[src/rtl/swa_pkg.sv]
// ----------------------------------------------------------------------------
// swa_pkg
// Shared widths, constants and types for the sliding window average block.
// ----------------------------------------------------------------------------
`default_nettype none

package swa_pkg;

  localparam int MAX_WINDOW = 256;
  localparam int SAMPLE_W   = 32;
  localparam int PTR_W      = $clog2(MAX_WINDOW);
  localparam int WIN_W      = $clog2(MAX_WINDOW + 1);
  localparam int SUM_W      = SAMPLE_W + PTR_W;
  localparam int REM_W      = WIN_W + 1;
  localparam int DIV_STEPS  = SUM_W;
  localparam int STEP_W     = $clog2(DIV_STEPS + 1);

  typedef logic [SAMPLE_W-1:0] sample_t;
  typedef logic [SUM_W-1:0]    sum_t;
  typedef logic [WIN_W-1:0]    win_t;
  typedef logic [PTR_W-1:0]    ptr_t;

  typedef struct packed {
    logic  start;
    sum_t  dividend;
    win_t  divisor;
  } div_req_t;

  typedef struct packed {
    logic    done;
    sample_t quotient;
  } div_rsp_t;

  // Zero means a window of one; anything beyond the ring depth saturates.
  function automatic win_t win_eff(input win_t raw);
    win_t w;
    begin
      w = raw;
      if (raw == '0) begin
        w = win_t'(1);
      end else if (raw > win_t'(MAX_WINDOW)) begin
        w = win_t'(MAX_WINDOW);
      end
      return w;
    end
  endfunction

endpackage

`default_nettype wire

[src/rtl/swa_div.sv]
// ----------------------------------------------------------------------------
// swa_div
// Restoring divider, one quotient bit per cycle, for the window sum.
// ----------------------------------------------------------------------------
`default_nettype none

module swa_div (
  input  wire logic              clk,
  input  wire logic              rst_n,
  input  wire swa_pkg::div_req_t req,
  output swa_pkg::div_rsp_t      rsp
);
  import swa_pkg::*;

  sum_t              dq_r, dq_nxt;
  logic [REM_W-1:0]  rem_r, rem_nxt;
  win_t              dvs_r, dvs_nxt;
  logic [STEP_W-1:0] cnt_r, cnt_nxt;
  logic              done_r, done_nxt;
  logic [REM_W-1:0]  rem_sh;
  logic              fits;

  // Shift the next dividend bit into the partial remainder and try a subtract.
  assign rem_sh = {rem_r[REM_W-2:0], dq_r[SUM_W-1]};
  assign fits   = rem_sh >= {1'b0, dvs_r};

  always_comb begin
    dq_nxt   = dq_r;
    rem_nxt  = rem_r;
    dvs_nxt  = dvs_r;
    cnt_nxt  = cnt_r;
    done_nxt = 1'b0;
    if (req.start) begin
      dq_nxt  = req.dividend;
      rem_nxt = '0;
      dvs_nxt = req.divisor;
      cnt_nxt = STEP_W'(DIV_STEPS);
    end else if (cnt_r != '0) begin
      rem_nxt  = fits ? rem_sh - {1'b0, dvs_r} : rem_sh;
      dq_nxt   = {dq_r[SUM_W-2:0], fits};
      cnt_nxt  = cnt_r - STEP_W'(1);
      done_nxt = (cnt_r == STEP_W'(1));
    end
  end

  always_ff @(posedge clk) begin
    if (!rst_n) begin
      cnt_r  <= '0;
      done_r <= 1'b0;
    end else begin
      cnt_r  <= cnt_nxt;
      done_r <= done_nxt;
    end
  end

  always_ff @(posedge clk) begin
    dq_r  <= dq_nxt;
    rem_r <= rem_nxt;
    dvs_r <= dvs_nxt;
  end

  // The mean never exceeds the largest sample, so the low bits hold it all.
  assign rsp.done     = done_r;
  assign rsp.quotient = dq_r[SAMPLE_W-1:0];

endmodule

`default_nettype wire

[config.mk]
export PLATFORM = sky130hd
export DESIGN_NAME = swa_div
export DESIGN_NICKNAME = d
export VERILOG_FILES = /design/src/rtl/swa_pkg.sv /design/src/rtl/swa_div.sv
export SDC_FILE = /design/constraint.sdc
export NUM_CORES = 1
export LEC_CHECK = 0
export BUFFER_PORTS_ARGS = -buffer_cell sky130_fd_sc_hd__buf_4
export CORE_MARGIN = 5
export CORE_UTILIZATION = 52
export DETAILED_ROUTE_END_ITERATION = 8
export GPL_TIMING_DRIVEN = 0
export PLACE_DENSITY = 0.78
export SYNTH_ARGS = -nofsm -noshare
export SYNTH_HDL_FRONTEND = slang
export SYNTH_SLANG_ARGS = --single-unit
[constraint.sdc]
create_clock -name clk -period 7.3 [get_ports clk]
set_clock_uncertainty 0.15 [all_clocks]
set_input_delay 0 -clock clk [delete_from_list [all_inputs] [get_ports clk]]
set_output_delay 0 -clock clk [all_outputs]
set_load 0.02 [all_outputs]
==> impl_metrics.tcl, run 1 <==
set metrics [dict create \
    outcome "finished, final reports clean" \
    area_growth_pct 42.1 \
    swShare 0.328 \
    synth_top_cell_area_share 0.427 \
    max_slew_margin 0.366 \
    p_comb_frac 0.391 \
    cts_resized 0 \
    cts_sinks 65 \
    grt_start_max_net_pins 42 \
    ys_types 48 \
    startpoint "dq_r[39]$_DFFE_PP_" \
    synth_commonest_cells "edfxtp_1, mux2_2, buf_4, inv_1, dfxtp_1" \
    syn_inst 277 \
    num_rows 29 \
    async_flop_share 0 \
    overflow 0 \
    rsz0062_at_grt "no" \
    synth_seq_area_share 0.521 \
    drv_cap 0 \
    critPathCaptureType "flip-flop" \
    grt_pass1_vias 2701 \
    gp_congestion 0.800 \
    ir_worst_vdd_mv 0.197 \
    whs_ns 0.226 \
    multi_input_area_um2 1300 \
    finalSetupViolCount 0 \
    start_kind "flip-flop" \
    die_y_um 91.4 \
    clockRootBuffer "clkbuf_8" \
    crit_type "flip-flop to flip-flop" \
    reg2reg_slack_ns 4.44 \
    dieArea_um2 8350 \
    ctsLongestPathBuffers 2 \
    p_per_area_nw_per_um2 293 \
    hpwl_um 5170 \
    synth_edf_count 49 \
    nFillCells 400 \
    finalHoldViolCount 0 \
    clkPwrFrac 0.232 \
    ys_seq_elements 65 \
    cts_tree "yes" \
    r2r-start "dq_r[39]$_DFFE_PP_" \
    post_cts.repair.setup_buffers 0 \
    cts_buffers 9 \
    drt-total-wl_um 8200 \
    max_freq_mhz 350 \
    crit_fanout 10 \
    nets 488 \
    core_um2 6390 \
    cts_max_level 3 \
    drc 0 \
    drt-vias-per-instance 5.14 \
    seqCellArea_um2 1790 \
    crit_arrival_ns 2.93 \
    avgSynthCellArea_um2 12.4 \
    grt_use_total 0.203 \
    path_clk_slew_ns 0.08 \
    port_buffers 84 \
    p_int_uw 962 \
    synth.most_common_cell "edfxtp_1" \
    num_io_pins 85 \
    clk_latency_ns 0.34 \
    drtAntennaViolNets 0 \
    ys_warn_count 0 \
    crit_required_ns 7.37 \
    pwr-share-seq 0.377 \
    die_width_um 91.4 \
    slew_violations 0 \
    tns_ns 0 \
    dpl_cell_area_um2 4170 \
    antenna_found_initial 0 \
    worstHoldPathType "input port to flip-flop" \
    synthTopCellsByArea "edfxtp_1, mux2_2, dfxtp_1" \
    fin_util 0.766 \
    grt_pass1_wl_um 13400 \
    initial_utilization 0.539 \
    syn-num-nets 342 \
    first_iter_violations 79 \
    firstDrtPassIters 4 \
    leakage_uw 0.00215 \
    hp-start "req[5]" \
    synth_area_um2 3440 \
    route.vias.total 2595 \
    yosys.area.top_type "edfxtp_1" \
    switchingPower_uw 471 \
    drive_above_1_share 0.428 \
    finalCritPeriodShare 0.392 \
    period_minus_slack_ns 2.86 \
    ys.flop_type "edfxtp_1" \
    diodes 0 \
    worstMarginPinSlew_ns 0.947 \
    finalInstanceArea_um2 4890 \
    wl_per_cell_um 16.2 \
]
==> worst paths after layout <==
kind	to	cells after the start
max	rem_r[2]$_SDFFE_PP0N_	10
min	dvs_r[5]$_DFFE_PP_	2
max reg2reg	rem_r[2]$_SDFFE_PP0N_	10
min reg2reg	cnt_r[1]$_SDFFE_PP0N_	2
==> layer usage <==
metal,track usage,share of wire
met5,0,0
met4,0.0929,0.022
met3,0.0421,0.051
met2,0.349,0.52
met1,0.243,0.41
==> power groups by stage <==
stage / sequential [uW] / combinational [uW] / clock (uW)
5_1_grt: 547 / 611 / 356
6_report: 540 / 561 / 333
3_5_place_dp: 543 / 528 / 0
3_3_place_gp: 541 / 515 / 0
4_1_cts: 535 / 554 / 335
2_1_floorplan: 527 / 388 / 0
==> logic make-up after synthesis <==
group / synth area share
simple gates: 0.0818
xor+xnor: 0.0178
fa+ha+maj: 0.0494
compound gates: 0.0843
mux: 0.142
flops: 0.521
buf+inv: 0.104
==> state kept, by name, summed over array words and instances (netlist names) <==
register / count
rem_r: 9
dq_r: 40
dvs_r: 9
done_r: 1
cnt_r: 6
==> placed cells by master (no fill, tap or decap), types with 5 or more instances in the layout <==
master,netlist,layout
edfxtp_1,49,49
a21oi_1,8,8
a211oi_1,6,6
o21ai_0,6,6
nor2_1,10,10
mux2_2,40,40
ha_1,12,12
clkbuf_8,0,9
dlygate4sd3_1,0,51
inv_1,17,17
nor3_1,6,6
buf_4,34,118
clkbuf_1,4,5
dfxtp_1,16,16
==> area by class of cell <==
| cell class | count | share of cell area |
|---|---|---|
| Buffer | 43 | 0.0598 |
| Clock buffer | 10 | 0.0261 |
| Clock inverter | 6 | 0.0169 |
| Inverter | 17 | 0.0130 |
| Multi-Input combinational cell | 152 | 0.265 |
| Sequential cell | 65 | 0.366 |
| Tap cell | 77 | 0.0197 |
| Timing Repair Buffer | 135 | 0.233 |
==> worst max-delay path: stages, from the launching register on <==
cell,delay (ns)
edfxtp_1,0.37
inv_1,0.10
ha_1,0.17
inv_1,0.06
fa_1,0.44
a21oi_2,0.21
o221ai_2,0.15
a211oi_2,0.41
buf_4,0.27
nor4_1,0.07
a311o_1,0.34
==> metrics by stage <==
step | cells | power (uW) | setup slack (ns)
finish | 505 | 1430 | 4.44
global placement | 438 | 1060 | 4.06
global route | 505 | 1510 | 4.27
floorplan | 277 | 915 | 4.69
CTS | 505 | 1420 | 4.45
detailed placement | 438 | 1070 | 4.49
==> what timing repair did <==
| action | CTS | global route |
|---|---|---|
| endpoints found under the setup margin | 0 | 0 |
| hold buffers | 51 | 0 |
| endpoints found under the hold margin | 65 | 0 |
No activity file was read; power rests on OpenSTA's default activity.
==> run 2: changes to the inputs <==
Settings changed: CORE_UTILIZATION 52 to 48, PLACE_DENSITY 0.78 to 0.76.
Clock period 7.3 ns to 2.45 ns, I/O delays scaled along.
==> impl_metrics.tcl, run 2 (synthesis results as in run 1) <==
set metrics [dict create \
    initial_utilization 0.501 \
    cts_max_level 3 \
    p_comb_frac 0.425 \
    max_slew_margin 0.623 \
    num_io_pins 85 \
    violations "negative setup slack" \
    outcome "finished, violations left" \
    tns_ns -0.156 \
    port_buffers 84 \
    grt_use_total 0.192 \
    critPathCaptureType "flip-flop" \
    ctsLongestPathBuffers 2 \
    cts_sinks 65 \
    cts_buffers 9 \
    swShare 0.332 \
    instances_no_fill 533 \
    hpwl_um 5360 \
    fin_ws_ns -0.0611 \
    final_cell_mix "buf_4, dlygate4sd3_1, edfxtp_1, mux2_2, dfxtp_1" \
    drt-vias-per-instance 4.97 \
    path_clk_slew_ns 0.07 \
    first_iter_violations 135 \
    drive_above_1_share 0.456 \
    period_minus_slack_ns 2.51 \
    cts_tree "yes" \
    whs_ns 0.219 \
    finalCritPeriodShare 1.02 \
    firstDrtPassIters 4 \
    finalHoldViolCount 0 \
    largest_reg_flops 40 \
    num_rows 30 \
    pwr-share-seq 0.364 \
    die_y_um 94.7 \
    start_kind "flip-flop" \
    drtAntennaViolNets 0 \
    slew_violations 0 \
    nets 496 \
    antenna_found_initial 1 \
    dieArea_um2 8960 \
    fin_util 0.735 \
    drc 0 \
    gp_congestion 0.859 \
    core_um2 6870 \
    overflow 0 \
    leakage_uw 0.00220 \
    die_width_um 94.7 \
    crit_arrival_ns 2.61 \
    regMostFlops "dq_r" \
    crit_type "flip-flop to flip-flop" \
    p_per_area_nw_per_um2 876 \
    crit_required_ns 2.55 \
    clk_latency_ns 0.34 \
    wl_per_cell_um 15.7 \
    biggestRegsByFlops "dq_r (40), dvs_r (9), rem_r (9)" \
    grt_start_max_net_pins 42 \
    max_freq_mhz 398 \
    route.vias.total 2651 \
    p_int_uw 2950 \
    grt_pass1_wl_um 13100 \
    switchingPower_uw 1470 \
    drv_cap 0 \
    worstHoldPathType "input port to flip-flop" \
    grt_pass1_vias 2738 \
    finalSetupViolCount 6 \
    final_common_cell "buf_4" \
    ir_worst_vdd_mv 0.448 \
    drt-total-wl_um 8370 \
    clockRootBuffer "clkbuf_8" \
    dpl.cell_count 457 \
    rsz0062_at_grt "yes" \
    clkPwrFrac 0.211 \
    crit_fanout 8 \
    worstMarginPinSlew_ns 0.565 \
    area_growth_pct 46.6 \
]
[run 2: critical path: stages (launching register included)]
cell	delay, ns
edfxtp_1	0.40
inv_2	0.10
ha_4	0.13
inv_2	0.03
fa_2	0.36
a21oi_4	0.18
o221ai_4	0.13
a211oi_4	0.35
buf_6	0.20
buf_6	0.11
nand2_2	0.04
a311oi_1	0.24
[run 2: per-stage QoR]
step	power, uW	worst slack (ns)	instance area, um2
global placement	3150	-0.279	4200
floorplan	2730	0.00492	3440
finish	4420	-0.0611	5050
detailed placement	3200	-0.362	4200
global route	4660	-0.191	5050
CTS	4350	-0.155	5010
[run 2: worst paths after layout]
| kind | from | to | slack (ns) | cells after the start |
|---|---|---|---|---|
| max | dq_r[39]$_DFFE_PP_ | rem_r[8]$_SDFFE_PP0N_ | -0.06 | 11 |
| min | req[5] | dvs_r[5]$_DFFE_PP_ | 0.22 | 2 |
| max reg2reg | dq_r[39]$_DFFE_PP_ | rem_r[8]$_SDFFE_PP0N_ | -0.06 | 11 |
| min reg2reg | rem_r[8]$_SDFFE_PP0N_ | rem_r[8]$_SDFFE_PP0N_ | 0.35 | 2 |
[run 2: final cells by class]
cell class / instances / area, um2
buffer: 43 / 297
inverter: 17 / 63.8
fill: 453 / 1820
clock buffer: 13 / 159
tap: 96 / 120
clock inverter: 3 / 40.0
sequential: 65 / 1790
antenna: 1 / 2.50
timing repair buffer: 143 / 1200
multi-input combinational: 152 / 1370
[run 2: metal layers]
layer	vias up	routed length, um	global-route usage
li1	1295	-	-
met1	1254	3340	0.227
met2	88	4390	0.335
met3	14	481	0.0398
met4	0	156	0.0829
met5	-	0	0
[run 2: what timing repair did]
| item | CTS | global route |
|---|---|---|
| setup buffers | 7 | 1 |
| endpoints found under the setup margin | 50 | 50 |
| gates resized for setup | 15 | 4 |
| hold buffers | 51 | 0 |
| pin swaps | 10 | 4 |
| hold endpoints to repair | 65 | 0 |
[run 2: power by group through the flow]
| stage | Combinational (uW) | Sequential (uW) | Clock, uW |
|---|---|---|---|
| finish | 1880 | 1610 | 933 |
| global route | 2030 | 1630 | 994 |
| CTS | 1810 | 1600 | 943 |
| detailed placement | 1580 | 1620 | 0 |
| global placement | 1540 | 1610 | 0 |
| floorplan | 1160 | 1570 | 0 |
==> run 3: changes to the inputs <==
Settings changed: ABC_AREA set to 1, CORE_UTILIZATION 48 to 49, PLACE_DENSITY 0.76 to 0.77.
==> impl_metrics.tcl, run 3 <==
set metrics [dict create \
    outcome "finished, final reports clean" \
    p_per_area_nw_per_um2 835 \
    cts_buffers 9 \
    instances_no_fill 677 \
    wl_per_cell_um 12.8 \
    overflow 0 \
    core_um2 7180 \
    finalCritPeriodShare 0.912 \
    crit_arrival_ns 2.18 \
    worstHoldPathType "input port to flip-flop" \
    critPathTopFamily "adder cells" \
    finalSetupViolCount 0 \
    area_growth_pct 41.2 \
    r2r_cells 10 \
    drt-total-wl_um 8680 \
    synth_area_um2 3580 \
    ir_worst_vdd_mv 0.574 \
    yosys.area.top_type "edfxtp_1" \
    drc 0 \
    cts_tree "yes" \
    regMostFlops "dq_r" \
    ctsLongestPathBuffers 2 \
    clockRootBuffer "clkbuf_8" \
    nets 637 \
    path_clk_slew_ns 0.07 \
    syn_inst 426 \
    r2r-start "dq_r[39]$_DFFE_PP_" \
    num_rows 31 \
    firstDrtPassIters 4 \
    synth_seq_area_share 0.500 \
    leakage_uw 0.00260 \
    rsz0062_at_grt "no" \
    fin_util 0.705 \
    final_common_cell "nand2_1" \
    crit_required_ns 2.39 \
    synth_top_cell_area_share 0.411 \
    port_buffers 84 \
    grt_start_max_net_pins 41 \
    critPathCaptureType "flip-flop" \
    initial_utilization 0.499 \
    finalHoldViolCount 0 \
    gp_congestion 0.826 \
    reg2reg_slack_ns 0.22 \
    grt_pass1_vias 3188 \
    crit_fanout 6 \
    dieArea_um2 9120 \
    num_io_pins 85 \
    first_iter_violations 161 \
    worstMarginPinSlew_ns 0.523 \
    max_freq_mhz 448 \
    start_kind "flip-flop" \
    synth.most_common_cell "nand2_1" \
    synth_commonest_cells "nand2_1, edfxtp_1, inv_1, buf_4, nand3_1" \
    antenna_found_initial 0 \
    route.vias.total 3149 \
    die_width_um 95.5 \
    path_cells "inv_1 > ha_1 > inv_1 > fa_1 > nand2_1 > nand2_1 > nand3_2 > nand2_2 > a21oi_4 > o21ai_0" \
    drtAntennaViolNets 0 \
    ys_types 32 \
    startpoint "dq_r[39]$_DFFE_PP_" \
    slowest_stage "edfxtp_1" \
    ys_warn_count 0 \
    crit_buf_inv 2 \
    hp-start "req[4]" \
    syn-num-nets 491 \
    critical_path.max_stage_delay_ns 0.43 \
    biggestRegsByFlops "dq_r (40), dvs_r (9), rem_r (9)" \
    worstHoldEndpoint "dvs_r[4]$_DFFE_PP_" \
    die_y_um 95.5 \
    nFillCells 516 \
    grt_pass1_wl_um 14000 \
    synth_edf_count 49 \
    period_minus_slack_ns 2.23 \
    cts_max_level 3 \
    drv_cap 0 \
    grt_use_total 0.201 \
    slew_violations 0 \
    crit_type "flip-flop to flip-flop" \
    avgSynthCellArea_um2 8.41 \
    hpwl_um 5760 \
    drt-vias-per-instance 4.65 \
    ys_seq_elements 65 \
    cts_sinks 65 \
    drive_above_1_share 0.272 \
    largest_reg_flops 40 \
    max_slew_margin 0.651 \
    ys.flop_type "edfxtp_1" \
    clk_latency_ns 0.35 \
    final_cell_mix "nand2_1, buf_4, dlygate4sd3_1, edfxtp_1, inv_1" \
    dpl.cell_count 609 \
    post_cts.repair.setup_buffers 0 \
    synthTopCellsByArea "edfxtp_1, nand2_1, dfxtp_1" \
    hold_path_depth 2 \
    async_flop_share 0 \
    r2r-end "dq_r[0]$_DFFE_PP_" \
]
==> run 3: cell types whose count changed after synthesis, moves of 5 or more <==
cell      delta
nand3_1     +20
nand2_1    +169
nor3_1       -6
a211oi_1     -6
buf_1        +5
inv_1       +25
nor2_1      +11
mux2_2      -40
nand2_2      +5
==> run 3: how the worst max path moves through the flow <==
stage,end,slack [ns],cells past startpoint
6_report,dq_r[0]$_DFFE_PP_,0.22,10
5_1_grt,dq_r[0]$_DFFE_PP_,0.05,10
4_1_cts,dq_r[2]$_DFFE_PP_,0.1,6
3_5_place_dp,dq_r[0]$_DFFE_PP_,0.14,10
3_3_place_gp,dq_r[8]$_DFFE_PP_,-0.24,5
2_1_floorplan,dq_r[0]$_DFFE_PP_,0.22,5
==> run 3: layout make-up <==
class,count,area [um2],share of cell area
diodes,1,2.50,0.000495
clock inverters,7,70.1,0.0139
flip-flops and latches,65,1790,0.354
inverters,46,175,0.0346
well taps,99,124,0.0245
multi-input cells,271,1330,0.263
plain buffers,44,299,0.0591
repair buffers,135,1140,0.226
clock buffers,9,124,0.0245
==> run 3: report_power, final <==
part	switching (uW)	leakage (uW)	internal (uW)
clock	436	0.000101	469
sequential	143	0.000649	1440
combinational	987	0.00184	747
==> run 3: timing repair <==
item | CTS | global route
hold buffers | 51 | 0
gates resized for setup | 0 | 2
endpoints found under the setup margin | 0 | 43
endpoints found under the hold margin | 65 | 0
==> run 3: per-stage QoR <==
step	instance area, um2	TNS (ns)	total power, uW	setup slack, ns	hold WS, ns
floorplan	3580	0	2760	0.222	-0.0524
global placement	4340	-9.54	3190	-0.240	0.0284
detailed placement	4340	0	3230	0.140	0.0296
CTS	5040	0	4220	0.0978	0.198
global route	5050	0	4520	0.0465	0.211
finish	5060	0	4220	0.217	0.215
==> run 3: logic make-up (layout without fill, tap and decap cells) <==
logic type / after synthesis / count (layout) / synth area share
buffers and inverters: 90 / 241 / 0.132
AO/OA/AOI/OAI: 17 / 17 / 0.0266
adder cells (fa/ha/maj): 13 / 13 / 0.0475
flip-flops: 65 / 65 / 0.500
AND/OR/NAND/NOR: 237 / 237 / 0.283
XOR/XNOR: 4 / 4 / 0.00979
other: 0 / 1 / 0
==> run 3: per-layer routing <==
layer,global-route usage,vias to the layer above,part of all wire
met3,0.0450,16,0.040
met1,0.235,1448,0.41
li1,-,1603,-
met5,0,-,0
met2,0.347,82,0.53
met4,0.0972,0,0.023
